`src/rtl/core/tagged_frame_builder_unit_defines.svh`:
```
// ----------------------------------------------------------------------------
// tagged_frame_builder_unit_defines
// Assertion macros shared by the frame builder RTL.
// ----------------------------------------------------------------------------
`ifndef TAGGED_FRAME_BUILDER_UNIT_DEFINES_SVH
`define TAGGED_FRAME_BUILDER_UNIT_DEFINES_SVH

// same-cycle implication
`define TFB_ASSERT_NOW(label, clk, rst, ante, cons) \
   label: assert property (@(posedge clk) disable iff (rst) (ante) |-> (cons)) \
      else $error("assertion failed");

// next-cycle implication
`define TFB_ASSERT_NEXT(label, clk, rst, ante, cons) \
   label: assert property (@(posedge clk) disable iff (rst) (ante) |=> (cons)) \
      else $error("assertion failed");

`endif

```
`src/rtl/core/tfb_pkg.sv`:
```
// ----------------------------------------------------------------------------
// tfb_pkg
// Types, codes and constants of the tagged frame builder.
// ----------------------------------------------------------------------------
package tfb_pkg;

   // command codes
   localparam logic CMD_START   = 1'b0;
   localparam logic CMD_PAYLOAD = 1'b1;

   // register indexes
   localparam int unsigned REG_IDX_W = 3;
   localparam logic [REG_IDX_W-1:0] REG_SENDER   = 3'd0;
   localparam logic [REG_IDX_W-1:0] REG_RECEIVER = 3'd1;
   localparam logic [REG_IDX_W-1:0] REG_DIR      = 3'd2;
   localparam logic [REG_IDX_W-1:0] REG_PROTO    = 3'd3;
   localparam logic [REG_IDX_W-1:0] REG_CONTENT  = 3'd4;

   // reset values
   localparam logic [7:0] RST_SENDER   = 8'd1;
   localparam logic [7:0] RST_RECEIVER = 8'd2;
   localparam logic [7:0] RST_DIR      = 8'd1;
   localparam logic [7:0] RST_PROTO    = 8'd1;
   localparam logic [7:0] RST_CONTENT  = 8'd1;

   // fixed frame bytes
   localparam logic [7:0] SYNC0_BYTE = 8'hAA;
   localparam logic [7:0] SYNC1_BYTE = 8'h55;
   localparam logic [7:0] TAIL0_BYTE = 8'hCC;
   localparam logic [7:0] TAIL1_BYTE = 8'h33;
   localparam logic [7:0] LEN_OFFSET = 8'd3;

   // byte positions within a frame
   localparam int unsigned STEP_W = 4;
   localparam logic [STEP_W-1:0] STEP_SYNC0   = 4'd0;
   localparam logic [STEP_W-1:0] STEP_SYNC1   = 4'd1;
   localparam logic [STEP_W-1:0] STEP_SENDER  = 4'd2;
   localparam logic [STEP_W-1:0] STEP_RECV    = 4'd3;
   localparam logic [STEP_W-1:0] STEP_DIR     = 4'd4;
   localparam logic [STEP_W-1:0] STEP_PROTO   = 4'd5;
   localparam logic [STEP_W-1:0] STEP_CLEN    = 4'd6;
   localparam logic [STEP_W-1:0] STEP_CVER    = 4'd7;
   localparam logic [STEP_W-1:0] STEP_TAG     = 4'd8;
   localparam logic [STEP_W-1:0] STEP_DATA    = 4'd9;   // length or payload byte
   localparam logic [STEP_W-1:0] STEP_SUM_LO  = 4'd10;
   localparam logic [STEP_W-1:0] STEP_SUM_HI  = 4'd11;
   localparam logic [STEP_W-1:0] STEP_TAIL0   = 4'd12;
   localparam logic [STEP_W-1:0] STEP_TAIL1   = 4'd13;

   typedef struct packed {
      logic [7:0] sender;
      logic [7:0] receiver;
      logic [7:0] direction;
      logic [7:0] protocol;
      logic [7:0] content;
   } cfg_type;

   // one run of output beats
   typedef struct packed {
      logic [STEP_W-1:0] start;
      logic              trailer;
      logic [7:0]        sender;
      logic [7:0]        receiver;
      logic [7:0]        direction;
      logic [7:0]        protocol;
      logic [7:0]        clen;
      logic [7:0]        cver;
      logic [7:0]        tag;
      logic [7:0]        data;
      logic [15:0]       sum;
   } job_type;

   function automatic logic [STEP_W-1:0] last_step(input logic trailer);
      return trailer ? STEP_TAIL1 : STEP_DATA;
   endfunction

endpackage

```
`src/rtl/core/tagged_frame_builder_unit.sv`:
```
// ----------------------------------------------------------------------------
// tagged_frame_builder_unit
// Builds tagged telemetry frames as a byte stream.
// ----------------------------------------------------------------------------
// Input beats on req_: req_tuser is the command (0 start, 1 payload byte);
// a start beat carries tag and payload length, a payload beat one byte.
// Output beats on rsp_: one frame byte each, rsp_tlast on the final tail
// byte (33) of a frame.
// A start beat yields 10 output beats (AA 55 header bytes, content length,
// content version, tag, length), 14 when the length is zero. Each payload
// beat of an open frame yields its echo, plus sum low/high and CC 33 after
// the last one. Payload beats outside a frame are taken and dropped.
// The first output beat of an item goes through the run register, then the result register.
// Throughput: one output beat per cycle while rsp_tready stays high, set by the single result register;
// the next item is taken in the cycle the current run loads its last beat,
// so payload bytes stream at one per cycle while rsp_tready stays high.
// A stalled receiver holds the result register and the run in progress;
// req_tready drops until the run's last beat can load.
// Reset (synchronous) empties the run and result registers, closes any
// frame, clears the sum and restores the header registers to 1,2,1,1,1.
// csr_ writes take effect at the next start beat.
// ----------------------------------------------------------------------------
module tagged_frame_builder_unit (
   input  logic                           clock,
   input  logic                           reset,
   input  logic                           req_tvalid,
   output logic                           req_tready,
   input  logic [23:0]                    req_tdata,  // frame_tag, payload_length, payload_byte
   input  logic                           req_tuser,  // command
   output logic                           rsp_tvalid,
   input  logic                           rsp_tready,
   output logic [7:0]                     rsp_tdata,  // out_byte
   output logic                           rsp_tlast,
   input  logic                           csr_wr_en,
   input  logic [tfb_pkg::REG_IDX_W-1:0]  csr_index,
   input  logic [7:0]                     csr_wr_data
);
   import tfb_pkg::*;

   cfg_type cfg;
   job_type job;
   logic    job_valid;
   logic    job_ready;
   logic    item_accept;

   assign req_tready  = job_ready;
   assign item_accept = req_tvalid && job_ready;

   tfb_csr u_csr (
      .clock       (clock),
      .reset       (reset),
      .csr_wr_en   (csr_wr_en),
      .csr_index   (csr_index),
      .csr_wr_data (csr_wr_data),
      .cfg         (cfg)
   );

   tfb_frame_ctrl u_ctrl (
      .clock       (clock),
      .reset       (reset),
      .cfg         (cfg),
      .item_accept (item_accept),
      .item_cmd    (req_tuser),
      .item_tag    (req_tdata[7:0]),
      .item_len    (req_tdata[15:8]),
      .item_byte   (req_tdata[23:16]),
      .job_valid   (job_valid),
      .job         (job)
   );

   tfb_byte_seq u_seq (
      .clock      (clock),
      .reset      (reset),
      .job_valid  (job_valid),
      .job        (job),
      .job_ready  (job_ready),
      .rsp_tvalid (rsp_tvalid),
      .rsp_tready (rsp_tready),
      .rsp_tdata  (rsp_tdata),
      .rsp_tlast  (rsp_tlast)
   );

endmodule

```
`src/rtl/core/tfb_csr.sv`:
```
// ----------------------------------------------------------------------------
// tfb_csr
// Header configuration registers, write only.
// ----------------------------------------------------------------------------
module tfb_csr (
   input  logic                            clock,
   input  logic                            reset,
   input  logic                            csr_wr_en,
   input  logic [tfb_pkg::REG_IDX_W-1:0]   csr_index,
   input  logic [7:0]                      csr_wr_data,
   output tfb_pkg::cfg_type                cfg
);
   import tfb_pkg::*;

   cfg_type cfg_ff;

   always_ff @(posedge clock) begin
      if (reset) begin
         cfg_ff.sender    <= RST_SENDER;
         cfg_ff.receiver  <= RST_RECEIVER;
         cfg_ff.direction <= RST_DIR;
         cfg_ff.protocol  <= RST_PROTO;
         cfg_ff.content   <= RST_CONTENT;
      end else if (csr_wr_en) begin
         unique case (csr_index)
            REG_SENDER:   cfg_ff.sender    <= csr_wr_data;
            REG_RECEIVER: cfg_ff.receiver  <= csr_wr_data;
            REG_DIR:      cfg_ff.direction <= csr_wr_data;
            REG_PROTO:    cfg_ff.protocol  <= csr_wr_data;
            REG_CONTENT:  cfg_ff.content   <= csr_wr_data;
            default: ;
         endcase
      end
   end

   assign cfg = cfg_ff;

endmodule

```
`src/rtl/core/tfb_frame_ctrl.sv`:
```
// ----------------------------------------------------------------------------
// tfb_frame_ctrl
// Frame state (open flag, bytes left, running sum) and run builder.
// ----------------------------------------------------------------------------
`include "tagged_frame_builder_unit_defines.svh"

module tfb_frame_ctrl (
   input  logic              clock,
   input  logic              reset,
   input  tfb_pkg::cfg_type  cfg,
   input  logic              item_accept,
   input  logic              item_cmd,
   input  logic [7:0]        item_tag,
   input  logic [7:0]        item_len,
   input  logic [7:0]        item_byte,
   output logic              job_valid,
   output tfb_pkg::job_type  job
);
   import tfb_pkg::*;

   logic        frame_open_ff, frame_open_in;
   logic [7:0]  bytes_left_ff, bytes_left_in;
   logic [15:0] sum_ff, sum_in;

   logic [15:0] start_sum;
   logic [15:0] pay_sum;
   logic [7:0]  pay_left;
   logic        is_start;

   assign is_start  = (item_cmd == CMD_START);
   assign start_sum = 16'({8'd0, cfg.content} + {8'd0, item_tag} + {8'd0, item_len});
   assign pay_sum   = sum_ff + {8'd0, item_byte};
   assign pay_left  = bytes_left_ff - 8'd1;

   always_comb begin
      frame_open_in = frame_open_ff;
      bytes_left_in = bytes_left_ff;
      sum_in        = sum_ff;
      job_valid     = 1'b0;
      job.sender    = cfg.sender;
      job.receiver  = cfg.receiver;
      job.direction = cfg.direction;
      job.protocol  = cfg.protocol;
      job.clen      = item_len + LEN_OFFSET;
      job.cver      = cfg.content;
      job.tag       = item_tag;
      job.start     = STEP_SYNC0;
      job.data      = item_len;
      job.trailer   = (item_len == 8'd0);
      job.sum       = start_sum;
      if (item_accept) begin
         if (is_start) begin
            job_valid     = 1'b1;
            sum_in        = start_sum;
            bytes_left_in = item_len;
            frame_open_in = (item_len != 8'd0);
         end else if (frame_open_ff) begin
            job_valid     = 1'b1;
            job.start     = STEP_DATA;
            job.data      = item_byte;
            job.trailer   = (pay_left == 8'd0);
            job.sum       = pay_sum;
            sum_in        = pay_sum;
            bytes_left_in = pay_left;
            frame_open_in = (pay_left != 8'd0);
         end
      end
   end

   always_ff @(posedge clock) begin
      if (reset) begin
         frame_open_ff <= 1'b0;
         bytes_left_ff <= 8'd0;
         sum_ff        <= 16'd0;
      end else begin
         frame_open_ff <= frame_open_in;
         bytes_left_ff <= bytes_left_in;
         sum_ff        <= sum_in;
      end
   end

   `TFB_ASSERT_NOW(a_closed_empty, clock, reset, !frame_open_ff, bytes_left_ff == 8'd0)
   `TFB_ASSERT_NOW(a_open_nonzero, clock, reset, frame_open_ff, bytes_left_ff != 8'd0)
   `TFB_ASSERT_NOW(a_stray_dropped, clock, reset,
      item_accept && !is_start && !frame_open_ff, !job_valid)

endmodule

```
`src/rtl/core/tfb_byte_seq.sv`:
```
// ----------------------------------------------------------------------------
// tfb_byte_seq
// Holds one run and steps it out a beat at a time into the result register.
// ----------------------------------------------------------------------------
`include "tagged_frame_builder_unit_defines.svh"

module tfb_byte_seq (
   input  logic              clock,
   input  logic              reset,
   input  logic              job_valid,
   input  tfb_pkg::job_type  job,
   output logic              job_ready,
   output logic              rsp_tvalid,
   input  logic              rsp_tready,
   output logic [7:0]        rsp_tdata,
   output logic              rsp_tlast
);
   import tfb_pkg::*;

   job_type           job_ff;
   logic              job_valid_ff;
   logic [STEP_W-1:0] step_ff;
   logic              rsp_valid_ff;
   logic [7:0]        rsp_data_ff;
   logic              rsp_last_ff;

   logic              out_load;
   logic              at_last;
   logic [7:0]        beat_byte;

   assign out_load  = job_valid_ff && (!rsp_valid_ff || rsp_tready);
   assign at_last   = (step_ff == last_step(job_ff.trailer));
   assign job_ready = !job_valid_ff || (out_load && at_last);

   always_comb begin
      unique case (step_ff)
         STEP_SYNC0:  beat_byte = SYNC0_BYTE;
         STEP_SYNC1:  beat_byte = SYNC1_BYTE;
         STEP_SENDER: beat_byte = job_ff.sender;
         STEP_RECV:   beat_byte = job_ff.receiver;
         STEP_DIR:    beat_byte = job_ff.direction;
         STEP_PROTO:  beat_byte = job_ff.protocol;
         STEP_CLEN:   beat_byte = job_ff.clen;
         STEP_CVER:   beat_byte = job_ff.cver;
         STEP_TAG:    beat_byte = job_ff.tag;
         STEP_DATA:   beat_byte = job_ff.data;
         STEP_SUM_LO: beat_byte = job_ff.sum[7:0];
         STEP_SUM_HI: beat_byte = job_ff.sum[15:8];
         STEP_TAIL0:  beat_byte = TAIL0_BYTE;
         STEP_TAIL1:  beat_byte = TAIL1_BYTE;
         default:     beat_byte = 8'd0;
      endcase
   end

   always_ff @(posedge clock) begin
      if (reset) begin
         job_valid_ff <= 1'b0;
         rsp_valid_ff <= 1'b0;
      end else begin
         // a new run may load in the same cycle the old one sends its last beat
         if (job_valid) begin
            job_valid_ff <= 1'b1;
         end else if (out_load && at_last) begin
            job_valid_ff <= 1'b0;
         end
         if (out_load) begin
            rsp_valid_ff <= 1'b1;
         end else if (rsp_tready) begin
            rsp_valid_ff <= 1'b0;
         end
      end
   end

   always_ff @(posedge clock) begin
      if (job_valid) begin
         job_ff  <= job;
         step_ff <= job.start;
      end else if (out_load) begin
         step_ff <= step_ff + 4'd1;
      end
      if (out_load) begin
         rsp_data_ff <= beat_byte;
         rsp_last_ff <= (step_ff == STEP_TAIL1);
      end
   end

   assign rsp_tvalid = rsp_valid_ff;
   assign rsp_tdata  = rsp_data_ff;
   assign rsp_tlast  = rsp_last_ff;

   `TFB_ASSERT_NOW(a_job_when_free, clock, reset, job_valid, job_ready)
   `TFB_ASSERT_NOW(a_step_in_run, clock, reset, job_valid_ff,
      step_ff <= last_step(job_ff.trailer))
   `TFB_ASSERT_NEXT(a_run_retires, clock, reset, out_load && at_last && !job_valid,
      !job_valid_ff)
   `TFB_ASSERT_NOW(a_last_is_tail, clock, reset, rsp_valid_ff && rsp_last_ff,
      rsp_data_ff == TAIL1_BYTE)

endmodule

```
`config.mk`:
```
export PLATFORM = sky130hd
export DESIGN_NAME = tagged_frame_builder_unit
export DESIGN_NICKNAME = d
export VERILOG_FILES = /design/src/rtl/core/tfb_pkg.sv /design/src/rtl/core/tagged_frame_builder_unit.sv /design/src/rtl/core/tfb_csr.sv /design/src/rtl/core/tfb_frame_ctrl.sv /design/src/rtl/core/tfb_byte_seq.sv
export VERILOG_INCLUDE_DIRS = /design/src /design/src/rtl/core
export SDC_FILE = /design/constraint.sdc
export NUM_CORES = 1
export LEC_CHECK = 0
export ABC_AREA = 1
export BUFFER_PORTS_ARGS = -buffer_cell sky130_fd_sc_hd__buf_2
export CAP_MARGIN = 20
export CORE_MARGIN = 8
export CORE_UTILIZATION = 66
export DETAILED_ROUTE_END_ITERATION = 8
export GPL_ROUTABILITY_DRIVEN = 0
export HOLD_SLACK_MARGIN = 0.08
export PLACE_DENSITY = 0.94
export SETUP_SLACK_MARGIN = 0.1
export SYNTH_ARGS = -nofsm -noshare
export SYNTH_HDL_FRONTEND = slang
export SYNTH_SLANG_ARGS = --single-unit
```
`constraint.sdc`:
```
create_clock -name clock -period 3.96 [get_ports clock]
set_input_delay 0.594 -clock clock [delete_from_list [all_inputs] [get_ports clock]]
set_output_delay 0.594 -clock clock [all_outputs]
set_load 0.05 [all_outputs]
```
# After elaboration in Yosys (flattened, before gate mapping)

Index checks and enable logic that the tools add are counted.

Flip-flop bits (word level): 161
Input port bits: 41
Output and inout bits: 11
Word-level logic and storage cells: 93

Add/sub/neg operators: 6
Equality and inequality tests: 19
Mux-type cells: 23
Reductions and logical operators: 22

Operator list:

| kind                | count |
|---|---|
| $pmux 8 s14         | 1 |
| $mux 24             | 3 |
| $add 16x8->16       | 2 |
| $mux 16             | 2 |
| $eq 4x4->1 const B  | 6 |
| $eq 4x3->1 const B  | 4 |
| $logic_not 8->1     | 2 |
| $mux 8              | 2 |
| $reduce_bool 8->1   | 2 |
| $mux 5              | 3 |
| $reduce_and 2->1    | 6 |
| $add 8x8->9         | 1 |
| $mux 1              | 9 |
| $add 8x2->8 const B | 1 |
| $eq 4x2->1 const B  | 2 |
| $mux 4              | 2 |
| $sub 8x1->8 const B | 1 |
| $eq 3x2->1 const B  | 2 |
| $reduce_bool 2->1   | 3 |
| $add 4x1->4 const B | 1 |
| $eq 4x1->1 const B  | 1 |
| $eq 4x4->1          | 1 |
| $logic_not 4->1     | 1 |
| $eq 3x1->1 const B  | 1 |
| other kinds (7)     | 11 |

# Logic depth before layout (Yosys ltp)

Depth in word-level cells: 8
Mapped depth: 18
Gate-level depth less buffers: 18

# Cells and area by module

Synthesis repeated with hierarchy kept, for this count alone.

Cell total of the unflattened synthesis: 1079
Area total of the unflattened synthesis: 8997.4 um2

Modules (own cells, without submodules):

| module                    | instances | cells an instance | area each (um2) | seq. area each (um2) |
|---|---|---|---|---|
| tfb_byte_seq              | 1         | 325               | 4032.6          | 2862.7 |
| tfb_frame_ctrl            | 1         | 516               | 3285.7          | 500.5 |
| tfb_csr                   | 1         | 236               | 1671.6          | 800.8 |
| tagged_frame_builder_unit | 1         | 2                 | 7.5             | 0.0 |

# Worst setup path after synthesis

No wires, ideal clock.

Path kind: input-to-reg
Start point: in req_tdata[0]
End point: reg u_seq.job_ff[7] (netlist bit) (data pin)
Setup time: 0.261 ns
Arrival time: 2.649 ns
Data required time: 3.699 ns
Slack: 1.050 ns
Cell stages on the path: 13
Buffers on the path: 0
Path through: ha_1 inv_1 fa_1 o21ai_0 a31oi_1 xnor2_1 ha_1 a21o_1 a21oi_1 nand2_1 nand2_1 and2_1 o21ai_0

RTL lines:

| item                   | line                            | RTL |
|---|---|---|
| start: declaration     | tagged_frame_builder_unit.sv:28 | `input logic [23:0] req_tdata,` |
| end signal: assignment | tfb_byte_seq.sv:76              | `job_ff <= job;` |
| end: declaration       | tfb_byte_seq.sv:20              | `job_type job_ff;` |

==> results_dict.tcl <==
set metrics [dict create \
    cpPeakStageDelay_ns 0.40 \
    post_cts_buffers 0 \
    cp-start-kind "flop" \
    coreArea_sq_um 12400 \
    ant_nets 0 \
    ys.flop_type "edfxtp_1" \
    n_fill_cell 825 \
    r2r_start "u_csr.cfg[0]" \
    ys_seq_area_share_pct 50.5 \
    power_density_nw_per_um2 482 \
    cp.arrival_ns 3.29 \
    die_y_um 128 \
    peakVddDrop_v 0.000334 \
    avgSynthCellArea_sq_um 8.56 \
    startpoint "u_csr.cfg[0]" \
    ys_warn_count 0 \
    clock_skew_ns 0.0145 \
    path_class "reg2reg" \
    drt_iter0_drc 1225 \
    wl_per_cell_um 19.3 \
    p_int_mw 3.06 \
    die_area_sq_um 16300 \
    placed_cells 1167 \
    cp-end-kind "flop" \
    worst-slew-pin-transition_ns 0.769 \
    grt_setup_unrepaired "false" \
    syn_nets 1039 \
    synth_area_leaders "edfxtp_1, dfxtp_1, nand2_1, inv_1, nor2_1" \
    cts_inserted_buffers 17 \
    grt-ovfl-total 0 \
    cts-htree-levels 4 \
    drt_pass1_iterations 6 \
    port_buffers 51 \
    cp_cell_sequence "ha_1 > inv_1 > fa_1 > o21ai_0 > a31oi_1 > xnor2_1 > ha_1 > a21o_1 > a21oi_1 > nand2_1 > nand2_1 > and2_1 > o21ai_0" \
    finalNonFillerCells 1200 \
    row_count 41 \
    cts_root_buf "clkbuf_16" \
    initial_utilization_pct 66.4 \
    cts_hold_buffers 0 \
    num_antenna_cells 0 \
    antenna_found_initial 0 \
    finalMaxSlewViolations 0 \
    grt_pass1_vias 7175 \
    drv_cap 0 \
    switching_share_pct 31.1 \
    fin_util_pct 74.2 \
    power_mw 4.44 \
    nets 1091 \
    grt_pass1_wl_um 36600 \
    synth_top_area_share_pct 34.3 \
    ys_ff_latch 161 \
    synth_largest_area_cell "edfxtp_1" \
    synth_cell_types 43 \
    crit_required_ns 4.13 \
    min_from "req_tdata[6]" \
    finalCritPeriodShare_pct 78.7 \
    path_clk_slew_ns 0.07 \
    setup_violations 0 \
    p_leak_nw 4.19 \
    synth-edff-count 94 \
    finalHoldViolCount 0 \
    timing.slew.headroom_pct 48.2 \
    synth_cells 963 \
    grt_max_degree 65 \
    dp_hpwl_um 15200 \
    wirelength_um 23100 \
    status "finished clean" \
    mappedNetlistArea_sq_um 8240 \
    pin_count 52 \
    slowest_stage "fa_1" \
    layout_setup_ws_ns 0.843 \
    grt_usage_pct 29.0 \
    cp_max_fo 3 \
    p_switching_mw 1.38 \
    die_w_um 128 \
    pwr-share-clk_pct 36.2 \
    tritoncts "built" \
    setup_tns_ns 0 \
    post-place-ws_ns 0.593 \
    synth-async-reset-ratio_pct 0 \
    fmax_mhz 321 \
    pwr-share-comb_pct 18.9 \
    drive_gt1_share_pct 10.5 \
    cts_resized 0 \
    drc_errors 0 \
    vias 7447 \
    area_delta_synth_final_pct 11.8 \
    hold_path_class "in2reg" \
    seq_power_share_pct 44.8 \
    insertion_delay_ns 0.44 \
    vias_per_cell 6.21 \
    cts_buffer_depth 2 \
    period_needed_ns 3.12 \
    clock-sinks 161 \
]
[worst paths after layout]
kind,end,slack (ns),cells past startpoint
setup / recovery,u_seq.job_ff[7],0.84,13
hold / removal,u_seq.job_ff[30],0.36,1
setup reg to reg,u_seq.job_ff[7],0.84,13
hold reg to reg,u_seq.job_ff[62],0.43,0
[synthesized netlist by cell type (6+ instances only)]
library cell	count
nand3_1	74
buf_6	6
xor2_1	13
xnor2_1	9
a21oi_1	35
inv_1	142
nor3_1	13
nand3_2	9
nand2_1	159
a221oi_1	7
nor2_1	134
ha_1	32
o21ai_0	92
o21ai_1	6
o22ai_1	12
edfxtp_1	94
a21oi_2	6
dfxtp_1	67
clkbuf_1	10
nand4_1	9
[power groups by stage]
stage | combinational (mW) | sequential (mW) | clock [mW]
floorplan | 0.535 | 2.03 | 0
global placement | 0.743 | 2.01 | 0
detailed placement | 0.776 | 2.02 | 0
CTS | 0.802 | 1.99 | 1.60
global route | 0.913 | 2.00 | 1.67
finish | 0.839 | 1.99 | 1.61
[critical path: cells and delay by family, from the launching register on]
kind	cells	cell delay [ns]
AO/OA/AOI/OAI	5	0.94
XOR/XNOR	1	0.27
buffers and inverters	1	0.08
adder cells (fa/ha/maj)	3	0.94
AND/OR/NAND/NOR	3	0.24
flip-flops	1	0.39
[layer usage]
layer  vias to the layer above  track usage [%]  part of all wire [%]
met4                         0             15.0                   5.0
met2                       589             46.9                    48
met3                       135             7.24                    12
li1                       3314                -                     -
met5                         -                0                     0
met1                      3409             35.2                    35
[logic make-up after synthesis]
logic type                 count (synthesis)  share of synthesized area, %
adders and majority gates                 35                          5.59
buffers and inverters                    167                          8.29
DFF                                      161                          50.5
AOI/OAI and AO/OA                        168                          11.3
xor gates and xnor gates                  22                          2.34
and+or+nand+nor                          410                          22.0
[sequential cells by signal (all words and copies together), names as in the netlist]
| signal | cells |
|---|---|
| u_seq.rsp_tlast | 1 |
| u_seq.job_ff | 81 |
| u_ctrl.sum_ff | 16 |
| u_seq.rsp_tvalid | 1 |
| u_seq.step_ff | 4 |
| u_ctrl.bytes_left_ff | 8 |
| u_seq.job_valid_ff | 1 |
| u_ctrl.frame_open_ff | 1 |
| u_csr.cfg | 40 |
| u_seq.rsp_tdata | 8 |
[stage by stage]
step	hold slack (ns)	area, sq um
2_1_floorplan	0.403	8240
3_3_place_gp	0.406	8610
3_5_place_dp	0.410	8610
4_1_cts	0.351	9190
5_1_grt	0.353	9220
6_report	0.356	9220
[placed cells by master, fill, tap and decap left out, types with 2 or more instances in the layout]
master / synthesis / layout
o21ai_1: 6 / 6
nand2_1: 159 / 159
inv_6: 0 / 4
a31oi_1: 2 / 2
inv_1: 142 / 142
nand3_1: 74 / 74
clkinv_4: 0 / 3
a21oi_2: 6 / 6
a21oi_1: 35 / 35
clkbuf_16: 0 / 17
nor2_8: 2 / 2
nand4_1: 9 / 9
o21ai_0: 92 / 92
inv_8: 0 / 2
edfxtp_1: 94 / 94
ha_1: 32 / 32
a221oi_1: 7 / 7
o21bai_1: 2 / 2
nand3_2: 9 / 9
buf_4: 1 / 2
xor2_1: 13 / 13
o22ai_1: 12 / 12
nor3_1: 13 / 13
clkinv_1: 1 / 3
clkinvlp_4: 0 / 2
buf_2: 4 / 51
nor2_1: 134 / 134
xnor2_1: 9 / 9
nand3b_1: 4 / 4
fa_1: 3 / 3
dfxtp_1: 67 / 67
[final cells by class]
cell class	count	area, sq um	area share, %
clock inverter	15	153	1.66
tap	172	215	2.34
timing repair buffer	55	318	3.45
multi-input combinational	635	3390	36.8
inverter	145	547	5.93
sequential	161	4160	45.2
clock buffer	17	425	4.62
(Power assumes the default switching activity.)
